### src/rtl/assert_macros.svh
// Assertion macros for the RTL files that check their own behavior.
`ifndef ASSERT_MACROS_SVH
`define ASSERT_MACROS_SVH

// Same-cycle implication, checked on every rising clk outside reset.
`define ASSERT_IMPL(lbl, ante, cons) \
  lbl: assert property (@(posedge clk) disable iff (rst) (ante) |-> (cons)) \
    else $error("same-cycle implication failed");

// Next-cycle implication, checked on every rising clk outside reset.
`define ASSERT_NEXT(lbl, ante, cons) \
  lbl: assert property (@(posedge clk) disable iff (rst) (ante) |=> (cons)) \
    else $error("next-cycle implication failed");

`endif

### src/rtl/alm_pkg.sv
// Types, codes and constants of the audio level meter.
`timescale 1ns / 1ps
package alm_pkg;

  localparam int SAMPLE_W = 16;
  localparam int DB_W     = 16;
  localparam int LED_W    = 6;
  localparam int HOLD_W   = 8;
  localparam int LOG_ITER  = 16;
  localparam int SQRT_ITER = 16;

  localparam logic [HOLD_W-1:0] HOLD_RESET = 8'd30;

  // 20*log10(2) in Q16
  localparam logic [18:0] K_DB = 19'd394566;
  // 15.0 in Q16, log2 of full scale
  localparam logic [19:0] LOG_TOP = 20'd983040;

  localparam logic signed [17:0] C_SMOOTH = 18'sd5243;
  localparam logic signed [17:0] C_PEAK   = 18'sd65405;
  localparam logic signed [17:0] C_HOLD   = 18'sd65470;

  localparam logic signed [DB_W-1:0] DB_OFFSET = 16'sd4608;
  localparam logic signed [DB_W-1:0] DB_FLOOR  = -16'sd20992;
  localparam logic signed [17:0]     LED_BASE  = 18'sd6400;

  // level selects
  localparam logic [1:0] SEL_PERSIST = 2'd0;
  localparam logic [1:0] SEL_PEAK    = 2'd1;
  localparam logic [1:0] SEL_HOLD    = 2'd2;
  // log operand selects
  localparam logic [1:0] LOG_RMS  = 2'd0;
  localparam logic [1:0] LOG_PK   = 2'd1;

  typedef struct packed {
    logic signed [SAMPLE_W-1:0] sample;
    logic                       last;
  } in_t;

  typedef struct packed {
    logic [LED_W-1:0]       persist_led;
    logic [LED_W-1:0]       peak_led;
    logic [LED_W-1:0]       hold_led;
    logic signed [DB_W-1:0] persist_db;
  } out_t;

  typedef enum logic [4:0] {
    OP_NONE,
    OP_ACC,
    OP_DIV_MEAN,
    OP_DIV_STEP,
    OP_SQRT_LD,
    OP_SQRT_STEP,
    OP_LOG_LD,
    OP_LOG_SQ,
    OP_LOG_NORM,
    OP_LOG_K,
    OP_LOG_END,
    OP_MUL,
    OP_RND,
    OP_UPDATE,
    OP_LED_LD,
    OP_LED_END,
    OP_OUT
  } op_t;

  typedef enum logic [4:0] {
    S_IDLE,
    S_MEAN_LD,
    S_MEAN_DIV,
    S_SQRT_LD,
    S_SQRT,
    S_LOG_LD,
    S_LOG_SQ,
    S_LOG_NORM,
    S_LOG_K,
    S_LOG_END,
    S_MUL,
    S_RND,
    S_UPDATE,
    S_LED_LD,
    S_LED_END,
    S_OUT
  } state_t;

  typedef struct packed {
    op_t        op;
    logic [1:0] sel;
  } cmd_t;

  typedef struct packed {
    logic frame_end;
  } status_t;

endpackage

### src/rtl/alm_ctrl.sv
// Frame-end sequencer: steps the datapath through divide, sqrt, log, update, LED scaling and output.
`timescale 1ns / 1ps
module alm_ctrl #(
  parameter int DIV_STEPS = 44
) (
  input  logic             clk,
  input  logic             rst,
  input  logic             in_valid,
  output logic             in_stall,
  output logic             out_valid,
  input  logic             out_stall,
  input  alm_pkg::status_t status,
  output alm_pkg::cmd_t    cmd
);

  localparam int STEP_W = $clog2(DIV_STEPS);

  alm_pkg::state_t state, state_next;
  logic [STEP_W-1:0] cnt, cnt_next;
  logic [1:0] sel, sel_next;
  logic out_free;

  assign out_free = !out_valid || !out_stall;

  always_ff @(posedge clk) begin
    if (rst) begin
      state     <= alm_pkg::S_IDLE;
      cnt       <= '0;
      sel       <= '0;
      out_valid <= 1'b0;
    end else begin
      state <= state_next;
      cnt   <= cnt_next;
      sel   <= sel_next;
      if (state == alm_pkg::S_OUT && out_free) begin
        out_valid <= 1'b1;
      end else if (!out_stall) begin
        out_valid <= 1'b0;
      end
    end
  end

  // next state
  always_comb begin
    state_next = state;
    cnt_next   = cnt;
    sel_next   = sel;
    unique case (state)
      alm_pkg::S_IDLE: begin
        if (in_valid && status.frame_end) state_next = alm_pkg::S_MEAN_LD;
      end
      alm_pkg::S_MEAN_LD: begin
        cnt_next   = '0;
        state_next = alm_pkg::S_MEAN_DIV;
      end
      alm_pkg::S_MEAN_DIV: begin
        cnt_next = cnt + 1'b1;
        if (cnt == STEP_W'(DIV_STEPS - 1)) state_next = alm_pkg::S_SQRT_LD;
      end
      alm_pkg::S_SQRT_LD: begin
        cnt_next   = '0;
        state_next = alm_pkg::S_SQRT;
      end
      alm_pkg::S_SQRT: begin
        cnt_next = cnt + 1'b1;
        if (cnt == STEP_W'(alm_pkg::SQRT_ITER - 1)) begin
          sel_next   = alm_pkg::LOG_RMS;
          state_next = alm_pkg::S_LOG_LD;
        end
      end
      alm_pkg::S_LOG_LD: begin
        cnt_next   = '0;
        state_next = alm_pkg::S_LOG_SQ;
      end
      alm_pkg::S_LOG_SQ: state_next = alm_pkg::S_LOG_NORM;
      alm_pkg::S_LOG_NORM: begin
        cnt_next = cnt + 1'b1;
        if (cnt == STEP_W'(alm_pkg::LOG_ITER - 1)) state_next = alm_pkg::S_LOG_K;
        else state_next = alm_pkg::S_LOG_SQ;
      end
      alm_pkg::S_LOG_K: state_next = alm_pkg::S_LOG_END;
      alm_pkg::S_LOG_END: begin
        if (sel == alm_pkg::LOG_RMS) begin
          sel_next   = alm_pkg::LOG_PK;
          state_next = alm_pkg::S_LOG_LD;
        end else begin
          sel_next   = alm_pkg::SEL_PERSIST;
          state_next = alm_pkg::S_MUL;
        end
      end
      alm_pkg::S_MUL: state_next = alm_pkg::S_RND;
      alm_pkg::S_RND: begin
        if (sel == alm_pkg::SEL_HOLD) begin
          state_next = alm_pkg::S_UPDATE;
        end else begin
          sel_next   = sel + 2'd1;
          state_next = alm_pkg::S_MUL;
        end
      end
      alm_pkg::S_UPDATE: begin
        sel_next   = alm_pkg::SEL_PERSIST;
        state_next = alm_pkg::S_LED_LD;
      end
      alm_pkg::S_LED_LD: state_next = alm_pkg::S_LED_END;
      alm_pkg::S_LED_END: begin
        if (sel == alm_pkg::SEL_HOLD) begin
          state_next = alm_pkg::S_OUT;
        end else begin
          sel_next   = sel + 2'd1;
          state_next = alm_pkg::S_LED_LD;
        end
      end
      alm_pkg::S_OUT: begin
        if (out_free) state_next = alm_pkg::S_IDLE;
      end
      default: state_next = alm_pkg::S_IDLE;
    endcase
  end

  // outputs
  always_comb begin
    cmd.sel  = sel;
    in_stall = (state != alm_pkg::S_IDLE);
    unique case (state)
      alm_pkg::S_IDLE:     cmd.op = in_valid ? alm_pkg::OP_ACC : alm_pkg::OP_NONE;
      alm_pkg::S_MEAN_LD:  cmd.op = alm_pkg::OP_DIV_MEAN;
      alm_pkg::S_MEAN_DIV: cmd.op = alm_pkg::OP_DIV_STEP;
      alm_pkg::S_SQRT_LD:  cmd.op = alm_pkg::OP_SQRT_LD;
      alm_pkg::S_SQRT:     cmd.op = alm_pkg::OP_SQRT_STEP;
      alm_pkg::S_LOG_LD:   cmd.op = alm_pkg::OP_LOG_LD;
      alm_pkg::S_LOG_SQ:   cmd.op = alm_pkg::OP_LOG_SQ;
      alm_pkg::S_LOG_NORM: cmd.op = alm_pkg::OP_LOG_NORM;
      alm_pkg::S_LOG_K:    cmd.op = alm_pkg::OP_LOG_K;
      alm_pkg::S_LOG_END:  cmd.op = alm_pkg::OP_LOG_END;
      alm_pkg::S_MUL:      cmd.op = alm_pkg::OP_MUL;
      alm_pkg::S_RND:      cmd.op = alm_pkg::OP_RND;
      alm_pkg::S_UPDATE:   cmd.op = alm_pkg::OP_UPDATE;
      alm_pkg::S_LED_LD:   cmd.op = alm_pkg::OP_LED_LD;
      alm_pkg::S_LED_END:  cmd.op = alm_pkg::OP_LED_END;
      alm_pkg::S_OUT:      cmd.op = out_free ? alm_pkg::OP_OUT : alm_pkg::OP_NONE;
      default:             cmd.op = alm_pkg::OP_NONE;
    endcase
  end

endmodule

### config.mk
export PLATFORM = sky130hd
export DESIGN_NAME = alm_ctrl
export DESIGN_NICKNAME = d
export VERILOG_FILES = /design/src/rtl/assert_macros.svh /design/src/rtl/alm_pkg.sv /design/src/rtl/alm_ctrl.sv
export SDC_FILE = /design/constraint.sdc
export NUM_CORES = 1
export LEC_CHECK = 0
export BUFFER_PORTS_ARGS = -buffer_cell sky130_fd_sc_hd__buf_2
export CORE_UTILIZATION = 55
export CTS_CLUSTER_SIZE = 20
export DETAILED_ROUTE_END_ITERATION = 10
export PLACE_DENSITY = 0.77
export SLEW_MARGIN = 20
export SYNTH_ARGS = -nofsm -noshare
export SYNTH_HDL_FRONTEND = slang
export SYNTH_SLANG_ARGS = --single-unit
### constraint.sdc
create_clock -name clk -period 3.7 [get_ports clk]
set_input_delay 0.555 -clock clk [delete_from_list [all_inputs] [get_ports clk]]
set_output_delay 0.555 -clock clk [all_outputs]
set_load 0.03 [all_outputs]
==> flow_summary.toml, run 1 <==
[grt]
grt-ovfl-total = 0
first_global_vias = 826
grt_max_degree = 24
antenna_found_initial = 0
grt_usage_pct = 24.3
grt_first_pass_wirelength_um = 3640

[critical_path]
setup.worst_path.class = "register to output pin"
crit_arrival_ns = 1.88
rr_worst_depth = 4
cp_cell_sequence = "and3_1, nand2_1, nor2_1, buf_2"
crit_path_max_fanout = 23
critPathLaunchType = "register"
required_ns = 3.14
critPathCaptureType = "output pin"
slowest_delay_ns = 0.79
critical-path-slowest-cell = "dfxtp_1"

[outcome]
status = "finished clean"

[layout]
drive_above_1_share_pct = 15.9
final_cells = 163
area.growth.synth_to_final_pct = 7.27
final_core_util_pct = 63.4
nNetsFinal = 147
antennaDiodeCount = 0

[die]
core_um2 = 1750
initial_core_util_pct = 59.1
num_rows = 15
die_w_um = 45.3
dieArea_um2 = 2050
fp.dieH_um = 45.3
io_pins = 14

[routing]
first_iter_violations = 26
drc_errors = 0
drtPass1Iterations = 5
via_per_inst = 6.02
wl_per_cell_um = 14.1
via_count = 981
wl_um = 2290
ant_nets = 0

[synth]
ys_types = 54
ys_warn_count = 0
synth_fp_nets = 139
synth_edf_count = 0
ys_ff_latch = 13
ys_async_sr_fraction_pct = 0
synth_ff_type = "dfxtp_1"
netlist_area_um2 = 1030
synth-seq-area-share_pct = 25.2
synth.avg_cell_area_um2 = 7.88
syn_inst = 131

[placed_design]
gp_routability_congestion = 0.838
portBuffers = 13
dpl.cell_count = 159
dp_hpwl_um = 1600

[power_and_ir_drop]
clock_power_share_pct = 14.8
internal_power_w = 0.000337
net-switching-power_w = 0.000290
power.share.combinational_pct = 48.3
power.density_nw_per_um2 = 566
swShare_pct = 46.3
ir_drop_mv = 0.449
seqPwrFrac_pct = 36.9
p_leak_nw = 0.425

[clocking]
post_cts_buffers = 0
htree_num_levels = 1
cts_hold_buffers = 0
clockBufferDepth = 2
cts_resized = 0
clkTransAtPathRegs_ns = 0.08
clkSinkCount = 13
root_buffer = "clkbuf_4"
cts_made_buffers = 3
cts_tree = "yes"
clock_latency_ns = 0.29

[sta]
clock_skew_ns = 0.0160
fmax_ghz = 0.411
setup_tns_ns = 0
finalSetupViolations = 0
worst_pin_slew_ns = 0.744
rsz0062_at_grt = "no"
fin_crit_sh_pct = 65.8
fin_crit_ns = 2.44
hold_viol = 0
slew_violations = 0
relSlewSlack_pct = 50.3

[min_path]
holdPathStages = 2
min_path_type = "register to register"

[run]
max_cap_viol_count = 0
==> routing by layer <==
layer  global-route usage, %  vias up  wire [um]
li1                        -      503          -
met1                    32.4      455       1120
met2                    39.7       19       1080
met3                    3.60        4         63
met4                    8.48        0         28
met5                       0        -          0
==> cells in the final DEF, fill, tap and decap left out, types with 3 or more instances in the layout <==
cell and count:
a211oi_1 3, a21oi_1 5, a31oi_1 3, and3_1 3, buf_2 13, clkbuf_4 3
dfxtp_1 13, ha_1 3, inv_1 5, nand2_1 7, nand2b_1 3, nand3_1 6
nand4_1 3, nor2_1 9, nor2b_1 3, o21ai_0 3, xnor2_1 4, xor2_1 3
==> per-stage QoR <==
| step | worst slack, ns | total power (W) | area, um2 | hold slack (ns) |
|---|---|---|---|---|
| finish | 1.26 | 0.000627 | 1110 | 0.478 |
| global route | 1.12 | 0.000667 | 1110 | 0.514 |
| CTS | 1.28 | 0.000629 | 1110 | 0.487 |
| detailed placement | 1.59 | 0.000534 | 1080 | 0.477 |
| global placement | 1.61 | 0.000528 | 1080 | 0.462 |
| floorplan | 1.63 | 0.000482 | 1030 | 0.480 |
==> flip-flops by register name (all words and copies together) (netlist names) <==
register   cells
out_valid      1
sel            2
state          4
cnt            6
==> synth_stat cells (2+ instances only) <==
master    count  share of area [%]
dfxtp_1      13                 25
nor2_1        9                3.3
nand2_1       7                2.5
nand3_1       6                2.9
a21oi_1       5                2.4
inv_1         5                1.8
clkbuf_1      4                1.5
xnor2_1       4                3.4
a211oi_1      3                2.2
a31oi_1       3                1.8
and3_1        3                1.8
buf_1         3                1.1
ha_1          3                3.6
nand2b_1      3                1.8
nand4_1       3                1.8
nor2b_1       3                1.8
o21ai_0       3                1.5
xor2_1        3                2.5
a21boi_0      2                1.5
a221o_1       2                1.9
and2_1        2                1.2
buf_2         2               0.97
mux2i_1       2                1.9
nand3b_1      2                1.5
nor3_1        2               0.97
nor3b_1       2                1.5
o21a_1        2                1.5
o31ai_1       2                1.5
or2_2         2                1.2
or3_1         2                1.2
==> final timing paths <==
path	start	endpoint	slack, ns
max reg2reg	state[2]$_SDFFE_PP0P_	sel[0]$_SDFFE_PP0P_	1.58
min	out_valid$_SDFFE_PP0P_	out_valid$_SDFFE_PP0P_	0.48
max	state[1]$_SDFFE_PP0P_	cmd[6]	1.26
min reg2reg	out_valid$_SDFFE_PP0P_	out_valid$_SDFFE_PP0P_	0.48
==> power groups by stage <==
stage / combinational [W] / sequential, W / clock [W]
6_report: 0.000303 / 0.000232 / 0.0000929
2_1_floorplan: 0.000307 / 0.000175 / 0
3_3_place_gp: 0.000297 / 0.000231 / 0
3_5_place_dp: 0.000301 / 0.000233 / 0
4_1_cts: 0.000304 / 0.000230 / 0.0000951
5_1_grt: 0.000325 / 0.000240 / 0.000101
==> cells by family after synthesis <==
family | Yosys count | share of synthesized area, %
AND/OR/NAND/NOR | 54 | 30.4
AO/OA/AOI/OAI | 36 | 25.3
buffers and inverters | 15 | 6.42
flip-flops | 13 | 25.2
XOR/XNOR | 7 | 5.94
multiplexers | 3 | 3.03
adder cells (fa/ha/maj) | 3 | 3.64
==> area by class of cell <==
type / count / area [um2]
clock buffers: 4 / 26.3
fillers: 168 / 638
inverters: 5 / 18.8
multi-input cells: 103 / 706
flip-flops and latches: 13 / 260
well taps: 25 / 31.3
repair buffers: 13 / 65.1
==> critical path, delay by kind of cell (launching register included) <==
family,cells,cell delay [ns]
flops,1,0.79
simple gates,3,0.61
buf+inv,1,0.20
No activity file was read; power rests on OpenSTA's default activity.
==> run 2: changes to the inputs <==
--- a/config.mk
+++ b/config.mk
@@ -6,10 +6,10 @@
 export NUM_CORES = 1
 export LEC_CHECK = 0
 export BUFFER_PORTS_ARGS = -buffer_cell sky130_fd_sc_hd__buf_2
-export CORE_UTILIZATION = 55
+export CORE_UTILIZATION = 50
 export CTS_CLUSTER_SIZE = 20
 export DETAILED_ROUTE_END_ITERATION = 10
-export PLACE_DENSITY = 0.77
+export PLACE_DENSITY = 0.74
 export SLEW_MARGIN = 20
 export SYNTH_ARGS = -nofsm -noshare
 export SYNTH_HDL_FRONTEND = slang
==> constraint.sdc (replaced) <==
create_clock -name clk -period 2.1 [get_ports clk]
set_input_delay 0.315 -clock clk [delete_from_list [all_inputs] [get_ports clk]]
set_output_delay 0.315 -clock clk [all_outputs]
set_load 0.03 [all_outputs]
==> flow_summary.toml, run 2 (synthesis results as in run 1) <==
[power_and_ir_drop]
power.density_nw_per_um2 = 1000
ir_drop_mv = 0.805
p_leak_nw = 0.462

[placed_design]
portBuffers = 13
gp_routability_congestion = 0.892
dp_hpwl_um = 1920

[outcome]
status = "finished clean"

[clocking]
clock_latency_ns = 0.27
root_buffer = "clkbuf_4"
clkTransAtPathRegs_ns = 0.09
clockBufferDepth = 2
clkSinkCount = 13
post_cts_buffers = 0
cts_made_buffers = 3
htree_num_levels = 1
cts_tree = "yes"

[layout]
mostFrequentLayoutCells = "buf_2 (13), dfxtp_1 (11), nor2_1 (9), nand2_1 (7), buf_4 (7)"
final_common_cell = "buf_2"
final_core_util_pct = 60.0
largest_reg_flops = 6
fill_cells = 197
drive_above_1_share_pct = 21.4
antennaDiodeCount = 0
reg_top3 = "cnt x6, state x4, sel x2"
area.growth.synth_to_final_pct = 12.8
nNetsFinal = 154
regMostFlops = "cnt"

[routing]
wl_um = 2550
drtPass1Iterations = 4
drc_errors = 0
first_iter_violations = 22
ant_nets = 0
via_per_inst = 5.94
via_count = 1021
wl_per_cell_um = 14.8

[grt]
grt-ovfl-total = 0
first_global_vias = 898
antenna_found_initial = 0
grt_usage_pct = 24.4
grt_max_degree = 18
grt_first_pass_wirelength_um = 3930

[critical_path]
critPathCaptureType = "output pin"
crit_path_max_fanout = 17
required_ns = 1.78
setup.worst_path.class = "register to output pin"
crit_arrival_ns = 1.61
critPathLaunchType = "register"

[sta]
fin_crit_ns = 1.93
hold_ws_ns = 0.292
clock_skew_ns = 0.00449
worst_pin_slew_ns = 0.504
hold_viol = 0
finalSetupViolations = 0
relSlewSlack_pct = 65.5
rsz0062_at_grt = "no"
fin_crit_sh_pct = 91.7
fmax_ghz = 0.519
slew_violations = 0
setup_tns_ns = 0

[die]
fp.dieH_um = 47.4
core_um2 = 1940
io_pins = 14
initial_core_util_pct = 53.2
dieArea_um2 = 2250
num_rows = 16
die_w_um = 47.4

[run]
max_cap_viol_count = 0

[min_path]
min_path_type = "primary input to register"
run 2: changes by cell type in the layout (fill, tap and decap cells not counted):
cell / change
dfxtp_2: +2
buf_4: +7
dfxtp_1: -2
run 2: worst paths after layout:
kind	from	to	slack (ns)	cells after the start
worst max register to register	cnt[0]$_SDFFE_PP0P_	state[1]$_SDFFE_PP0P_	0.17	5
worst min-delay path	out_stall	out_valid$_SDFFE_PP0P_	0.29	3
worst min register to register	out_valid$_SDFFE_PP0P_	out_valid$_SDFFE_PP0P_	0.47	2
worst max-delay path	state[1]$_SDFFE_PP0P_	cmd[6]	0.17	4
run 2: worst max-delay path: stages, from the launching register on:
cell,delay (ns)
dfxtp_2,0.54
and3_1,0.37
nand2_1,0.11
nor2_1,0.10
buf_2,0.20
run 2: metal layers:
layer	routed length [um]	vias to the layer above	part of all wire, %	track usage [%]
li1	-	518	-	-
met1	1220	493	48	32.3
met2	1280	8	50	41.6
met3	40	2	1.6	3.40
met4	9	0	0.35	6.29
met5	0	-	0	0
run 2: timing repair:
action / CTS / global route
gates resized for setup: 1 / 1
endpoints found under the setup margin: 1 / 1
hold endpoints to repair: 0 / 0
hold buffers: 0 / 0
run 2: report_power, final:
| group | switching (W) | internal [W] |
|---|---|---|
| combinational | 0.000363 | 0.000283 |
| sequential | 0.0000799 | 0.000284 |
| clock | 0.0000850 | 0.0000735 |
run 2: cell type report:
cell class                      instances  area [um2]  area share, %
Tap cell                               27        33.8           2.90
Timing Repair Buffer                   20         118           10.1
Multi-Input combinational cell        103         706           60.6
Inverter                                5        18.8           1.61
Sequential cell                        13         263           22.6
Clock buffer                            4        26.3           2.26
run 2: stage by stage:
stage               std cells  power, W  setup slack, ns  area [um2]
floorplan                 131  0.000849            0.257        1030
global placement          168  0.000984            0.267        1140
global route              172   0.00125           0.0494        1160
detailed placement        168   0.00100            0.202        1140
finish                    172   0.00117            0.175        1160
CTS                       172   0.00117           0.0881        1160
==> run 3: changes to the inputs <==
--- a/config.mk
+++ b/config.mk
@@ -6,6 +6,7 @@
 export NUM_CORES = 1
 export LEC_CHECK = 0
 export BUFFER_PORTS_ARGS = -buffer_cell sky130_fd_sc_hd__buf_2
+export CAP_MARGIN = 20
 export CORE_UTILIZATION = 50
 export CTS_CLUSTER_SIZE = 20
 export DETAILED_ROUTE_END_ITERATION = 10
==> constraint.sdc (replaced) <==
create_clock -name clk -period 2.1 [get_ports clk]
set_input_delay 0.21 -clock clk [delete_from_list [all_inputs] [get_ports clk]]
set_output_delay 0.21 -clock clk [all_outputs]
set_load 0.03 [all_outputs]
==> flow_summary.toml, run 3 (synthesis results as in run 1) <==
[grt]
grt_max_degree = 18
grt-ovfl-total = 0
first_global_vias = 898
antenna_found_initial = 0
grt_usage_pct = 24.4
grt_first_pass_wirelength_um = 3930

[routing]
drtPass1Iterations = 4
drc_errors = 0
via_count = 1021
ant_nets = 0
wl_per_cell_um = 14.8
via_per_inst = 5.94
first_iter_violations = 22
wl_um = 2550

[clocking]
htree_num_levels = 1
cts_made_buffers = 3
root_buffer = "clkbuf_4"
clkTransAtPathRegs_ns = 0.09
clockBufferDepth = 2
clkSinkCount = 13
cts_hold_buffers = 0
post_cts_buffers = 0
cts_tree = "yes"
clock_latency_ns = 0.27

[layout]
area.growth.synth_to_final_pct = 12.7
nNetsFinal = 154
multi_input_area_um2 = 706
fill_cells = 198
reg_top3 = "cnt x6, state x4, sel x2"
mostFrequentLayoutCells = "buf_2 (13), dfxtp_1 (12), nor2_1 (9), nand2_1 (7), buf_4 (7)"
final_common_cell = "buf_2"
antennaDiodeCount = 0
seq_area_um2 = 262
drive_above_1_share_pct = 20.7
largest_reg_flops = 6
regMostFlops = "cnt"

[sta]
hold_viol = 0
fin_crit_sh_pct = 91.6
finalSetupViolations = 0
setup_tns_ns = 0
relSlewSlack_pct = 65.5
worst_pin_slew_ns = 0.504
fmax_ghz = 0.520
fin_crit_ns = 1.92
clock_skew_ns = 0.00449
fin_ws_ns = 0.176
rsz0062_at_grt = "no"
slew_violations = 0

[critical_path]
cp_cell_sequence = "ha_1, nand3_1, or3_1, a221o_1, a31o_2"
crit_arrival_ns = 2.10
slowest_delay_ns = 0.41
rr_worst_depth = 5
required_ns = 2.27
critical-path-slowest-cell = "dfxtp_1"
critPathLaunchType = "register"
critical_path.top_delay_family = "compound AO/OA/AOI/OAI gates"
critPathCaptureType = "register"
setup.worst_path.class = "register to register"
worst-path-stages = 5
crit_buf_inv = 0
crit_path_max_fanout = 6

[power_and_ir_drop]
power.share.combinational_pct = 55.4
clock_power_share_pct = 13.6
p_total_w = 0.00117
seqPwrFrac_pct = 31.0
power.density_nw_per_um2 = 1000
ir_drop_mv = 0.781
swShare_pct = 45.3
internal_power_w = 0.000638
net-switching-power_w = 0.000528
p_leak_nw = 0.462

[run]
max_cap_viol_count = 0

[placed_design]
dp_hpwl_um = 1920
portBuffers = 13
dpl_worst_slack_ns = 0.202
gp_routability_congestion = 0.892

[min_path]
holdPathStages = 3
min_path_type = "primary input to register"

[outcome]
status = "finished clean"

[die]
die_w_um = 47.4
io_pins = 14
fp.dieH_um = 47.4
core_um2 = 1940
num_rows = 16
dieArea_um2 = 2250
initial_core_util_pct = 53.2
-- run 3: cell counts in the layout (fill, tap and decap cells not counted) --
No cell type changed its count.
-- run 3: layout make-up --
cell class,count,area share [%]
multi-input cells,103,60.6
flip-flops and latches,13,22.5
repair buffers,20,10.1
well taps,27,2.90
clock buffers,4,2.26
inverters,5,1.61
-- run 3: what timing repair did --
item,in CTS,in global routing
gates resized for setup,0,1
hold endpoints to repair,0,0
endpoints found under the setup margin,0,1
-- run 3: stage by stage --
step / instances / area (um2) / hold slack, ns / util, %
after floorplan: 131 / 1030 / 0.355 / -
after global placement: 168 / 1140 / 0.462 / 58.5
after detailed placement: 168 / 1140 / 0.467 / 58.5
after CTS: 172 / 1160 / 0.188 / 59.9
after global routing: 172 / 1160 / 0.197 / 59.9
final: 172 / 1160 / 0.187 / 59.9
-- run 3: final timing paths --
check | slack, ns | startpoint | to
worst max-delay path | 0.18 | cnt[0]$_SDFFE_PP0P_ | state[1]$_SDFFE_PP0P_
worst max register to register | 0.18 | cnt[0]$_SDFFE_PP0P_ | state[1]$_SDFFE_PP0P_
worst min-delay path | 0.19 | out_stall | out_valid$_SDFFE_PP0P_
worst min register to register | 0.47 | out_valid$_SDFFE_PP0P_ | out_valid$_SDFFE_PP0P_
-- run 3: power by group through the flow --
stage / clock (W) / sequential (W) / combinational, W
floorplan: 0 / 0.000308 / 0.000542
global placement: 0 / 0.000357 / 0.000627
detailed placement: 0 / 0.000363 / 0.000641
CTS: 0.000164 / 0.000357 / 0.000646
global route: 0.000175 / 0.000371 / 0.000697
finish: 0.000159 / 0.000362 / 0.000646
-- run 3: per-layer routing --
metal	global-route usage (%)	wire length (um)
met2	41.6	1280
met4	6.29	9
met1	32.3	1220
met3	3.40	40
met5	0	0
-- run 3: tightest hold or removal path, delay by kind of cell --
kind                   cells  cell delay, ns
buffers and inverters      1            0.10
AO/OA/AOI/OAI              1            0.05
AND/OR/NAND/NOR            1            0.05
